### src/rtl/cdt_pkg.sv
package cdt_pkg;

    localparam int TIMER_SLOTS = 8;
    localparam int READY_DEPTH = 8;
    localparam int SLOT_W  = $clog2(TIMER_SLOTS);
    localparam int READY_W = $clog2(READY_DEPTH);
    localparam int CNT_W   = $clog2(TIMER_SLOTS + 2);
    localparam int QUEUE_DEPTH = 2;

    typedef enum logic [1:0] {
        CMD_ADD_TIMER = 2'd0,
        CMD_TICK      = 2'd1,
        CMD_ADD_READY = 2'd2,
        CMD_POP       = 2'd3
    } cmd_t;

    typedef enum logic [2:0] {
        ERR_NONE       = 3'd0,
        ERR_POP_OVER   = 3'd1,
        ERR_READY_FULL = 3'd2,
        ERR_READY_BUSY = 3'd3,
        ERR_LIST_LOOP  = 3'd4,
        ERR_TABLE_FULL = 3'd5
    } err_t;

    typedef struct packed {
        cmd_t        command;
        logic [15:0] task_id;
        logic [15:0] delay_ticks;
    } cmd_item_t;

    typedef struct packed {
        logic        task_valid;
        logic [15:0] ready_task;
        logic [2:0]  error_code;
        logic        halted;
    } result_t;

    typedef enum logic [2:0] {
        ST_IDLE,
        ST_ADD_WALK,
        ST_ADD_FIND,
        ST_TICK_WALK,
        ST_DONE
    } state_t;

endpackage

### src/rtl/countdown_timer_list_with_ready_fifo.sv
// countdown timer list with ready queue
// s_axis: one command transaction per item; tdata = command[1:0], task_id[17:2],
// delay_ticks[33:18], zero padded to 40 bits.
// m_axis: one result transaction per command; tdata = task_valid[0],
// ready_task[16:1], error_code[19:17], halted[20], zero padded to 24 bits.
// a two-entry command queue decouples intake from the execution engine.
// add ready and pop do their work in the idle state and then pass to the
// done state; add timer walks the linked list one entry per cycle, plus a
// free-slot search over slots 1 to TIMER_SLOTS-1 when it reaches the end;
// tick visits one live entry per cycle. every command ends in the done
// state, which writes the result. the engine holds one command at a time
// and takes the next one in the idle state once the output register is free.
// reset clears the timer table, ready ring and fault code at once.
// a stalled m_axis holds the result; the engine takes no new command until the
// output register is free, and the queue then fills and drops s_axis_tready.
// after any fault every command returns the sticky error code with halted set.
module countdown_timer_list_with_ready_fifo (
    input  logic        clk,
    input  logic        rst_n,
    input  logic        s_axis_tvalid,
    output logic        s_axis_tready,
    input  logic [39:0] s_axis_tdata,   // command, task_id, delay_ticks
    output logic        m_axis_tvalid,
    input  logic        m_axis_tready,
    output logic [23:0] m_axis_tdata    // task_valid, ready_task, error_code, halted
);
    import cdt_pkg::*;

    cmd_item_t in_item, q_item;
    logic      q_valid, q_ready;
    result_t   res;

    assign in_item.command     = cmd_t'(s_axis_tdata[1:0]);
    assign in_item.task_id     = s_axis_tdata[17:2];
    assign in_item.delay_ticks = s_axis_tdata[33:18];

    cdt_front u_front (
        .clk     (clk),
        .rst_n   (rst_n),
        .s_valid (s_axis_tvalid),
        .s_ready (s_axis_tready),
        .s_item  (in_item),
        .q_valid (q_valid),
        .q_ready (q_ready),
        .q_item  (q_item)
    );

    cdt_back u_back (
        .clk     (clk),
        .rst_n   (rst_n),
        .q_valid (q_valid),
        .q_ready (q_ready),
        .q_item  (q_item),
        .r_valid (m_axis_tvalid),
        .r_ready (m_axis_tready),
        .r_data  (res)
    );

    assign m_axis_tdata = {3'b000, res.halted, res.error_code, res.ready_task,
                           res.task_valid};
endmodule

### src/rtl/cdt_front.sv
module cdt_front (
    input  logic              clk,
    input  logic              rst_n,
    input  logic              s_valid,
    output logic              s_ready,
    input  cdt_pkg::cmd_item_t s_item,
    output logic              q_valid,
    input  logic              q_ready,
    output cdt_pkg::cmd_item_t q_item
);
    import cdt_pkg::*;

    localparam int PW = $clog2(QUEUE_DEPTH);

    cmd_item_t         mem [QUEUE_DEPTH];
    logic [PW-1:0]     wr_reg, wr_next, rd_reg, rd_next;
    logic [PW:0]       cnt_reg, cnt_next;
    logic              push, pop;

    assign s_ready = (cnt_reg != (PW+1)'(QUEUE_DEPTH));
    assign q_valid = (cnt_reg != '0);
    assign q_item  = mem[rd_reg];
    assign push    = s_valid && s_ready;
    assign pop     = q_valid && q_ready;

    always_comb
    begin
        wr_next  = push ? ((wr_reg == PW'(QUEUE_DEPTH-1)) ? '0 : wr_reg + 1'b1) : wr_reg;
        rd_next  = pop  ? ((rd_reg == PW'(QUEUE_DEPTH-1)) ? '0 : rd_reg + 1'b1) : rd_reg;
        cnt_next = cnt_reg + (PW+1)'(push) - (PW+1)'(pop);
    end

    always_ff @(posedge clk)
    begin
        if (push)
        begin
            mem[wr_reg] <= s_item;
        end
    end

    always_ff @(posedge clk or negedge rst_n)
    begin
        if (!rst_n)
        begin
            wr_reg  <= '0;
            rd_reg  <= '0;
            cnt_reg <= '0;
        end
        else
        begin
            wr_reg  <= wr_next;
            rd_reg  <= rd_next;
            cnt_reg <= cnt_next;
        end
    end
endmodule

### src/rtl/cdt_back.sv
module cdt_back (
    input  logic               clk,
    input  logic               rst_n,
    input  logic               q_valid,
    output logic               q_ready,
    input  cdt_pkg::cmd_item_t q_item,
    output logic               r_valid,
    input  logic               r_ready,
    output cdt_pkg::result_t   r_data
);
    import cdt_pkg::*;

    logic [15:0]        task_reg  [TIMER_SLOTS];
    logic [15:0]        count_reg [TIMER_SLOTS];
    logic [SLOT_W-1:0]  link_reg  [TIMER_SLOTS];
    logic [15:0]        ring_reg  [READY_DEPTH];
    logic [READY_W-1:0] head_reg, tail_reg;
    logic [2:0]         fault_reg;
    state_t             state_reg, state_next;
    cmd_item_t          cur_reg;
    logic [SLOT_W-1:0]  now_reg, prev_reg, find_reg;
    logic [CNT_W-1:0]   steps_reg;
    logic               rv_reg;
    result_t            res_reg;

    logic               take;
    logic               halted;
    logic [SLOT_W-1:0]  now_link;
    logic [15:0]        dec;
    logic [READY_W-1:0] tail_inc, head_inc;
    logic               room;
    logic               pop_hit, pop_over, pop_ok;

    assign halted   = (fault_reg != ERR_NONE);
    assign now_link = link_reg[now_reg];
    assign dec      = count_reg[now_reg] - 16'd1;
    assign tail_inc = (tail_reg == READY_W'(READY_DEPTH-1)) ? '0 : tail_reg + 1'b1;
    assign head_inc = (head_reg == READY_W'(READY_DEPTH-1)) ? '0 : head_reg + 1'b1;
    assign room     = !rv_reg || r_ready;
    assign q_ready  = (state_reg == ST_IDLE) && room;
    assign take     = q_valid && q_ready;
    assign r_valid  = rv_reg;
    assign r_data   = res_reg;

    assign pop_hit  = !halted && q_item.command == CMD_POP && ring_reg[head_reg] != '0;
    // the ring entry at tail is never the one just cleared here
    assign pop_over = (tail_reg == head_inc) && ring_reg[head_inc] != '0
                      && head_inc != head_reg;
    assign pop_ok   = pop_hit && !pop_over;

    // next state
    always_comb
    begin
        state_next = state_reg;
        unique case (state_reg)
            ST_IDLE:
            begin
                if (take && !halted && q_item.command == CMD_ADD_TIMER
                    && q_item.task_id != '0)
                    state_next = ST_ADD_WALK;
                else if (take && !halted && q_item.command == CMD_TICK)
                    state_next = ST_TICK_WALK;
                else if (take)
                    state_next = ST_DONE;
            end
            ST_ADD_WALK:
            begin
                if (task_reg[now_reg] != '0)
                begin
                    if (steps_reg == CNT_W'(TIMER_SLOTS))
                        state_next = ST_DONE;
                end
                else if (now_reg == '0 && steps_reg != '0)
                    state_next = ST_ADD_FIND;
                else
                    state_next = ST_DONE;
            end
            ST_ADD_FIND:
            begin
                if (task_reg[find_reg] == '0 || find_reg == SLOT_W'(TIMER_SLOTS-1))
                    state_next = ST_DONE;
            end
            ST_TICK_WALK:
            begin
                if (task_reg[now_reg] == '0 || steps_reg == CNT_W'(TIMER_SLOTS))
                    state_next = ST_DONE;
                else if (dec == '0 && ring_reg[tail_reg] != '0)
                    state_next = ST_DONE;
                else if (dec == '0 && tail_inc == head_reg && ring_reg[tail_inc] != '0)
                    state_next = ST_DONE;
            end
            ST_DONE:
            begin
                state_next = ST_IDLE;
            end
            default:
            begin
                state_next = ST_IDLE;
            end
        endcase
    end

    always_ff @(posedge clk or negedge rst_n)
    begin
        if (!rst_n)
        begin
            state_reg <= ST_IDLE;
            fault_reg <= ERR_NONE;
            head_reg  <= '0;
            tail_reg  <= '0;
            rv_reg    <= 1'b0;
            cur_reg   <= '0;
            now_reg   <= '0;
            prev_reg  <= '0;
            find_reg  <= '0;
            steps_reg <= '0;
            res_reg   <= '0;
            for (int i = 0; i < TIMER_SLOTS; i++)
            begin
                task_reg[i]  <= '0;
                count_reg[i] <= '0;
                link_reg[i]  <= '0;
            end
            for (int i = 0; i < READY_DEPTH; i++)
            begin
                ring_reg[i] <= '0;
            end
        end
        else
        begin
            state_reg <= state_next;
            if (rv_reg && r_ready)
                rv_reg <= 1'b0;
            unique case (state_reg)
                ST_IDLE:
                begin
                    if (take)
                    begin
                        cur_reg   <= q_item;
                        now_reg   <= link_reg[0];
                        prev_reg  <= '0;
                        find_reg  <= SLOT_W'(1);
                        steps_reg <= '0;
                        if (pop_ok)
                            res_reg <= result_t'{task_valid: 1'b1,
                                                 ready_task: ring_reg[head_reg],
                                                 error_code: ERR_NONE,
                                                 halted: 1'b0};
                        else
                            res_reg <= '0;
                        if (!halted && q_item.command == CMD_ADD_READY
                            && q_item.task_id != '0)
                        begin
                            if (ring_reg[tail_reg] == '0)
                            begin
                                ring_reg[tail_reg] <= q_item.task_id;
                                tail_reg <= tail_inc;
                                if (tail_inc == head_reg && ring_reg[tail_inc] != '0)
                                    fault_reg <= ERR_READY_FULL;
                            end
                            else
                                fault_reg <= ERR_READY_BUSY;
                        end
                        else if (pop_hit)
                        begin
                            ring_reg[head_reg] <= '0;
                            head_reg <= head_inc;
                            if (pop_over)
                                fault_reg <= ERR_POP_OVER;
                        end
                    end
                end
                ST_ADD_WALK:
                begin
                    if (task_reg[now_reg] != '0)
                    begin
                        if (steps_reg == CNT_W'(TIMER_SLOTS))
                            fault_reg <= ERR_LIST_LOOP;
                        prev_reg  <= now_reg;
                        now_reg   <= now_link;
                        steps_reg <= steps_reg + 1'b1;
                    end
                    else if (!(now_reg == '0 && steps_reg != '0))
                    begin
                        link_reg[prev_reg]  <= (now_reg == '0) ? SLOT_W'(1) : now_reg;
                        task_reg[(now_reg == '0) ? SLOT_W'(1) : now_reg] <= cur_reg.task_id;
                        count_reg[(now_reg == '0) ? SLOT_W'(1) : now_reg] <=
                            cur_reg.delay_ticks;
                    end
                end
                ST_ADD_FIND:
                begin
                    if (task_reg[find_reg] == '0)
                    begin
                        link_reg[prev_reg]  <= find_reg;
                        task_reg[find_reg]  <= cur_reg.task_id;
                        count_reg[find_reg] <= cur_reg.delay_ticks;
                    end
                    else if (find_reg == SLOT_W'(TIMER_SLOTS-1))
                        fault_reg <= ERR_TABLE_FULL;
                    find_reg <= find_reg + 1'b1;
                end
                ST_TICK_WALK:
                begin
                    if (task_reg[now_reg] != '0)
                    begin
                        if (steps_reg == CNT_W'(TIMER_SLOTS))
                            fault_reg <= ERR_LIST_LOOP;
                        else
                        begin
                            steps_reg <= steps_reg + 1'b1;
                            count_reg[now_reg] <= dec;
                            if (dec != '0)
                            begin
                                prev_reg <= now_reg;
                                now_reg  <= now_link;
                            end
                            else if (ring_reg[tail_reg] != '0)
                                fault_reg <= ERR_READY_BUSY;
                            else
                            begin
                                ring_reg[tail_reg] <= task_reg[now_reg];
                                tail_reg <= tail_inc;
                                if (tail_inc == head_reg && ring_reg[tail_inc] != '0)
                                    fault_reg <= ERR_READY_FULL;
                                else
                                begin
                                    // unlink; walk resumes after the removed entry
                                    task_reg[now_reg] <= '0;
                                    link_reg[now_reg] <= '0;
                                    if (now_reg == prev_reg)
                                        link_reg[prev_reg] <= '0;
                                    else
                                        link_reg[prev_reg] <= now_link;
                                    now_reg <= (now_reg == prev_reg) ? '0 : now_link;
                                end
                            end
                        end
                    end
                end
                ST_DONE:
                begin
                    rv_reg  <= 1'b1;
                    res_reg <= result_t'{task_valid: res_reg.task_valid,
                                         ready_task: res_reg.ready_task,
                                         error_code: fault_reg,
                                         halted: halted};
                end
                default:
                begin
                end
            endcase
        end
    end
endmodule

### config.mk
export PLATFORM = sky130hd
export DESIGN_NAME = countdown_timer_list_with_ready_fifo
export DESIGN_NICKNAME = d
export VERILOG_FILES = /design/src/rtl/cdt_pkg.sv /design/src/rtl/countdown_timer_list_with_ready_fifo.sv /design/src/rtl/cdt_front.sv /design/src/rtl/cdt_back.sv
export SDC_FILE = /design/constraint.sdc
export NUM_CORES = 2
export LEC_CHECK = 0
export ABC_AREA = 1
export BUFFER_PORTS_ARGS = -buffer_cell sky130_fd_sc_hd__buf_2
export CORE_ASPECT_RATIO = 2
export CORE_MARGIN = 5
export CORE_UTILIZATION = 45
export CTS_CLUSTER_DIAMETER = 30
export DETAILED_ROUTE_END_ITERATION = 10
export GPL_ROUTABILITY_DRIVEN = 0
export PLACE_DENSITY_LB_ADDON = 0.15
export RECOVER_POWER = 100
export SLEW_MARGIN = 20
export SYNTH_ARGS = -nofsm -noshare
export SYNTH_HDL_FRONTEND = slang
export SYNTH_SLANG_ARGS = --single-unit
export TNS_END_PERCENT = 1
### constraint.sdc
create_clock -name clk -period 6.8 [get_ports clk]
set_input_delay 1.36 -clock clk [delete_from_list [all_inputs] [get_ports clk]]
set_output_delay 1.36 -clock clk [all_outputs]
set_load 0.05 [all_outputs]
## Word level (Yosys, flattened, before mapping)

Memories as Yosys holds them, arrays and structs flattened.
Cells that the tools add are included.
W data, S select, Z words.

| operators by class | value |
|---|---|
| $add $sub $neg | 9 |
| $lt $le $gt $ge | 14 |
| equality and inequality tests | 42 |
| multiplexer cells | 149 |
| bitwise gates (word level) | 18 |
| reduce and logical (&&, ||, !) cells | 70 |

Operators with widths:

| operator | number |
|---|---|
| $mux W128 | 21 |
| $bwmux W128 | 7 |
| $pmux W128 S3 | 2 |
| $bmux W16 S3 | 7 |
| $mux W16 | 19 |
| $and A128 B128 Y128 | 2 |
| $not A128 Y128 | 2 |
| $pmux W128 S2 | 1 |
| $demux W16 S3 | 5 |
| $mux W24 | 9 |
| $mux W3 | 51 |
| $reduce_bool A16 Y1 | 7 |
| $bwmux W24 | 3 |
| $pmux W24 S3 | 1 |
| $logic_not A16 Y1 | 4 |
| $and A24 B24 Y24 | 2 |
| $not A24 Y24 | 2 |
| $mux W21 | 2 |
| $pmux W21 S2 | 1 |
| $ge A4 B4 Y1 const B | 8 |
| $not A3 Y4 | 8 |
| $logic_and A1 B1 Y1 | 26 |
| $lt A4 B1 Y1 const B | 6 |
| $pmux W3 S4 | 2 |
| 44 further kinds | 104 |

| word-level totals | value |
|---|---|
| register bits after elaboration | 491 |
| memory bits (writable) | 68 |
| bits of input ports | 44 |
| output and inout bits | 26 |
| logic and storage cells | 353 |
| memories | 1 |

Memories:

| name | words | bits a word | read ports | clocked after Yosys merged registers in | wr ports | line | source |
|---|---|---|---|---|---|---|---|
| u_front.mem | 2 | 34 | 1 | 0 | 1 | cdt_front.sv:15 | `cmd_item_t mem [QUEUE_DEPTH];` |

## Depth between registers and ports, before layout

| logic depth | value |
|---|---|
| word-level depth | 15 |
| depth in mapped cells | 27 |
| mapped depth without buffers | 23 |

## Modules after synthesis

From an unflattened synthesis, not the netlist that was laid out.

| unflattened totals | value |
|---|---|
| cell total of the unflattened synthesis | 5,426 |
| area total of the unflattened synthesis | 37,283.3 um2 |

By module, submodules not included:

| module | times used | cells each | area each (um2) | seq. area each (um2) |
|---|---|---|---|---|
| cdt_back | 1 | 5,213 | 34,519.4 | 12,186.7 |
| cdt_front | 1 | 209 | 2,737.6 | 2,142.1 |
| countdown_timer_list_with_ready_fifo | 1 | 4 | 26.3 | 0.0 |

## Worst setup path after synthesis

Ideal clock, no wire load.

| timing path | value |
|---|---|
| kind | input to register |
| start point | in s_axis_tvalid |
| end point | mem u_front.mem[1][0] (netlist bit) (enable) |
| setup time | 0.427 ns |
| arrival | 2.931 ns |
| data required time | 6.373 ns |
| setup slack | 3.442 ns |
| cell stages on the path | 2 |
| buffers on the path | 0 |
| path through | nand2_1 > nor2_1 |

| between the ends | value |
|---|---|
| cells in the longest elaborated chain, start to end | 3 |

Ends and longest elaborated chain:

| item | line | source |
|---|---|---|
| start, declared | countdown_timer_list_with_ready_fifo.sv:20 | `input logic s_axis_tvalid,` |
| $logic_and A1 B1 Y1 | cdt_front.sv:23 | `assign push = s_valid && s_ready;` |
| $mux W1 | cdt_front.sv:35 | `if (push)` |
| $mux W1 (not written as such) | cdt_front.sv:37 | `mem[wr_reg] <= s_item;` |
| end, declared | cdt_front.sv:15 |  |

Every way passes these cells.

## Final worst setup path

| timing path | value |
|---|---|
| start point | reg u_back.now_reg[0] |
| end point | reg u_back.ring_reg[27] (netlist bit) |

| between the ends | value |
|---|---|
| cells in the longest elaborated chain, start to end | 10 |
| elaborated cells on any way between the ends | 19 |
| classes of those cells | 1 x add/sub; 2 x eq/ne; 12 x mux; 1 x bitwise; 3 x reduce/logical |

Ends and longest elaborated chain:

| item | line | source |
|---|---|---|
| start, declared | cdt_back.sv:21 | `logic [SLOT_W-1:0] now_reg, prev_reg, find_reg;` |
| start signal, assigned | cdt_back.sv:140 | `now_reg <= link_reg[0];` |
| start signal, assigned | cdt_back.sv:180 | `now_reg <= now_link;` |
| start signal, assigned | cdt_back.sv:216 | `now_reg <= now_link;` |
| $not A3 Y4 (not written as such) * | cdt_back.sv:36, cdt_back.sv:205, cdt_back.sv:222 |  |
| parallel branches: the longest is 9 deep, another holds $sub A16 B1 Y16 | - |  |
| end signal, assigned by index | cdt_back.sv:156 | `ring_reg[tail_reg] <= q_item.task_id;` |
| end signal, assigned by index | cdt_back.sv:222 | `ring_reg[tail_reg] <= task_reg[now_reg];` |
| end, declared | cdt_back.sv:16 | `logic [15:0] ring_reg [READY_DEPTH];` |

Mark *: on every way between the ends. The select of a mux whose other input is x is not followed.
A chain may end at the register's enable or synchronous reset.

==> run summary <==
Status: finished, violations left
Failing checks: DRC, capacitance limit, slew limit
CTS root buffer: clkbuf_16
Post-route ant nets: 0
Post-synthesis cell count: 5,022
Non-Filler Instances: 6,140
Via count: 37,353
Final setup violation count: 0
LEAKAGE: 0.0190 uW
Max clock buf depth: 3
Worst skew pair latency: 0.73 ns
Largest net degree at the start of global routing: 123
WL final: 161,000 um
Sequential share of the synthesized area: 0.404
Area Growth Syn to Fin: 12.4%
Num ports: 70
Worst setup EP type: flop
CTS sink cnt: 559
Most common cell after layout, fill and taps aside: nand2_1
Synth Register Bits: 559
Fillers: 8,009
Final hold violation count: 0
Number of max-cap violations: 8
GRT Total Usage: 0.369
Starting Density: 0.454
Slew Limit Fails: 478
Die area: 84,900 um^2
Resized Gates After CTS: 0
Final nets: 5,080
GR Overflow Total: 0
Fin Setup TNS: 0 ns
CP Launch Type: flop
Worst Clk Skew: 0.0646 ns
Area of the mapped netlist: 35,500 um^2
RSZ-0062 raised after global routing: no
Clock-pin slew on the worst setup and hold paths: 0.06 ns
Met1 usage: 0.355
Area contributors post-synth: dfrtp_1, nand2_1, inv_1
Vias in the first global route: 36,146
First-iteration detailed-routing DRC count: 3,950
CTS Hold Buffers Added: 0
Die X-Extent: 209 um
Placement Rows: 145
Worst setup margin: 0.846 ns
Placed Cells: 5,949
Final worst-path cycle share: 0.876
GRT met3 Usage: 0.0936
H-tree depth: 3
FMAX: 168 MHz
Worst slew pin tran: 3.40 ns
M2 GR Usage: 0.597
Post-synth EDFFs: 68
Post-Place Cell Area: 36,500 um^2
Pre-Repair DR Iteration Count: 11
DP HPWL: 113,000 um
Post-route cell area: 39,900 um^2
Synth unique cells: 71
Min Tclk post-route: 5.95 ns
Port Buf Inserts: 60
Register Area: 14,300 um^2
Commonest cells after routing, fill and taps aside: nand2_1, inv_1, dfrtp_1
Setup Fix Bufs, Post-CTS: 0
Area share of the largest cell type after synthesis: 0.346
Multi-input gate area in the final layout: 17,400 um^2
Main flop type after synthesis: dfrtp_1
Leading area contributor after synthesis: dfrtp_1
CTS buffer count: 102
DRC violations left: 1
First-pass GRT wire length: 235,000 um
PD cells: 588 nW/um^2
HP Class: reg2reg
Async S/R FF share, synth: 0.878
Via density: 6.08
Initial antenna violation count: 3
CTS tree: built
Core footprint: 78,200 um^2
Post-place setup slack: 1.46 ns
Synthesis Warnings: 0
WP data required: 7.45 ns
WP data arrival: 6.60 ns
Kind of critical path: reg2reg
VDD IR max: 0.334 mV
Wire length per cell: 26.2 um
Worst-path fanout max: 69
Layout cells sized above 1: 0.0775
Die Height: 407 um
Mean post-synth cell area: 7.07 um^2
Worst relative slew slack: -1.26
GR peak layer: met2
-- synthesized netlist by cell type, types with 21 or more instances --
cell         n
o21ai_0    372
clkbuf_1   112
nand4_1    240
dfrtp_1    491
a21oi_1     95
nor3_1      37
nor2_2      22
o21ai_1     21
o211ai_1   115
inv_1      572
nand2_1   1788
nor2_1     263
nor4_1      24
buf_2       73
o221ai_1    55
edfxtp_1    68
a31oi_1     28
buf_6       40
nand3_1    253
o22ai_1    136
-- power breakdown --
group / leakage [uW] / total (uW) / internal (uW) / switching [uW]
sequential: 0.00719 / 5550 / 4400 / 1150
clock: 0.00176 / 5500 / 3530 / 1970
combinational: 0.0100 / 12400 / 2770 / 9660
total: 0.0190 / 23500 / 10700 / 12800
-- worst max-delay path, stage by stage (launching register included) --
cell      delay (ns)
dfrtp_4         0.78
buf_4           0.76
nand2_1         0.09
o21ai_0         0.24
nand2_1         0.12
nand2_1         0.12
nand2_1         0.06
nand2_1         0.68
nor2_1          0.32
nand2_1         0.13
nor2_1          0.05
nand2_1         0.23
nand2_1         0.14
nor2_1          0.13
nand3_1         0.19
nand2_8         0.36
buf_12          0.29
clkbuf_1        0.66
nand4_1         0.19
nand2_1         0.11
-- per-layer routing --
| metal | vias up | part of all wire |
|---|---|---|
| met5 | - | 0.00017 |
| met4 | 4 | 0.15 |
| met3 | 941 | 0.083 |
| met2 | 2069 | 0.46 |
| met1 | 17634 | 0.30 |
| li1 | 16705 | - |
-- metrics by stage --
step	power, uW	util	hold WS (ns)
final	23500	0.510	0.469
after CTS	22900	0.513	0.470
after floorplan	12500	-	0.442
after detailed placement	17400	0.466	0.458
after global routing	24400	0.510	0.485
after global placement	17200	0.466	0.453
-- path summary, 6_finish.rpt --
path,start,to,slack [ns],cells after the start
setup / recovery,u_back.now_reg[0]$_DFFE_PN0P_,u_back.ring_reg[27]$_DFFE_PN0P_,0.85,19
hold / removal,u_back.count_reg[113]$_DFFE_PN0P_,u_back.count_reg[113]$_DFFE_PN0P_,0.47,2
setup reg to reg,u_back.now_reg[0]$_DFFE_PN0P_,u_back.ring_reg[27]$_DFFE_PN0P_,0.85,19
hold reg to reg,u_back.count_reg[113]$_DFFE_PN0P_,u_back.count_reg[113]$_DFFE_PN0P_,0.47,2
max in group asynchronous,rst_n,u_back.task_reg[70]$_DFFE_PN0P_,2.39,2
min in group asynchronous,rst_n,u_back.head_reg[1]$_DFFE_PN0P_,0.66,1
-- layout make-up --
class | instances | area share
multi-input combinational | 3609 | 0.436
sequential | 559 | 0.359
clock buffer | 127 | 0.0706
inverter | 595 | 0.0561
tap | 1029 | 0.0323
timing repair buffer | 157 | 0.0239
clock inverter | 62 | 0.0217
antenna | 2 | 0.000125
-- cells by family after synthesis --
group	after synthesis	share of synthesized area
AO/OA/AOI/OAI	864	0.146
XOR/XNOR	12	0.00296
adder cells (fa/ha/maj)	12	0.00423
buffers and inverters	856	0.105
flip-flops	559	0.404
multiplexers	1	0.000282
other	1	0.000106
AND/OR/NAND/NOR	2717	0.337
(Power assumes the default switching activity.)
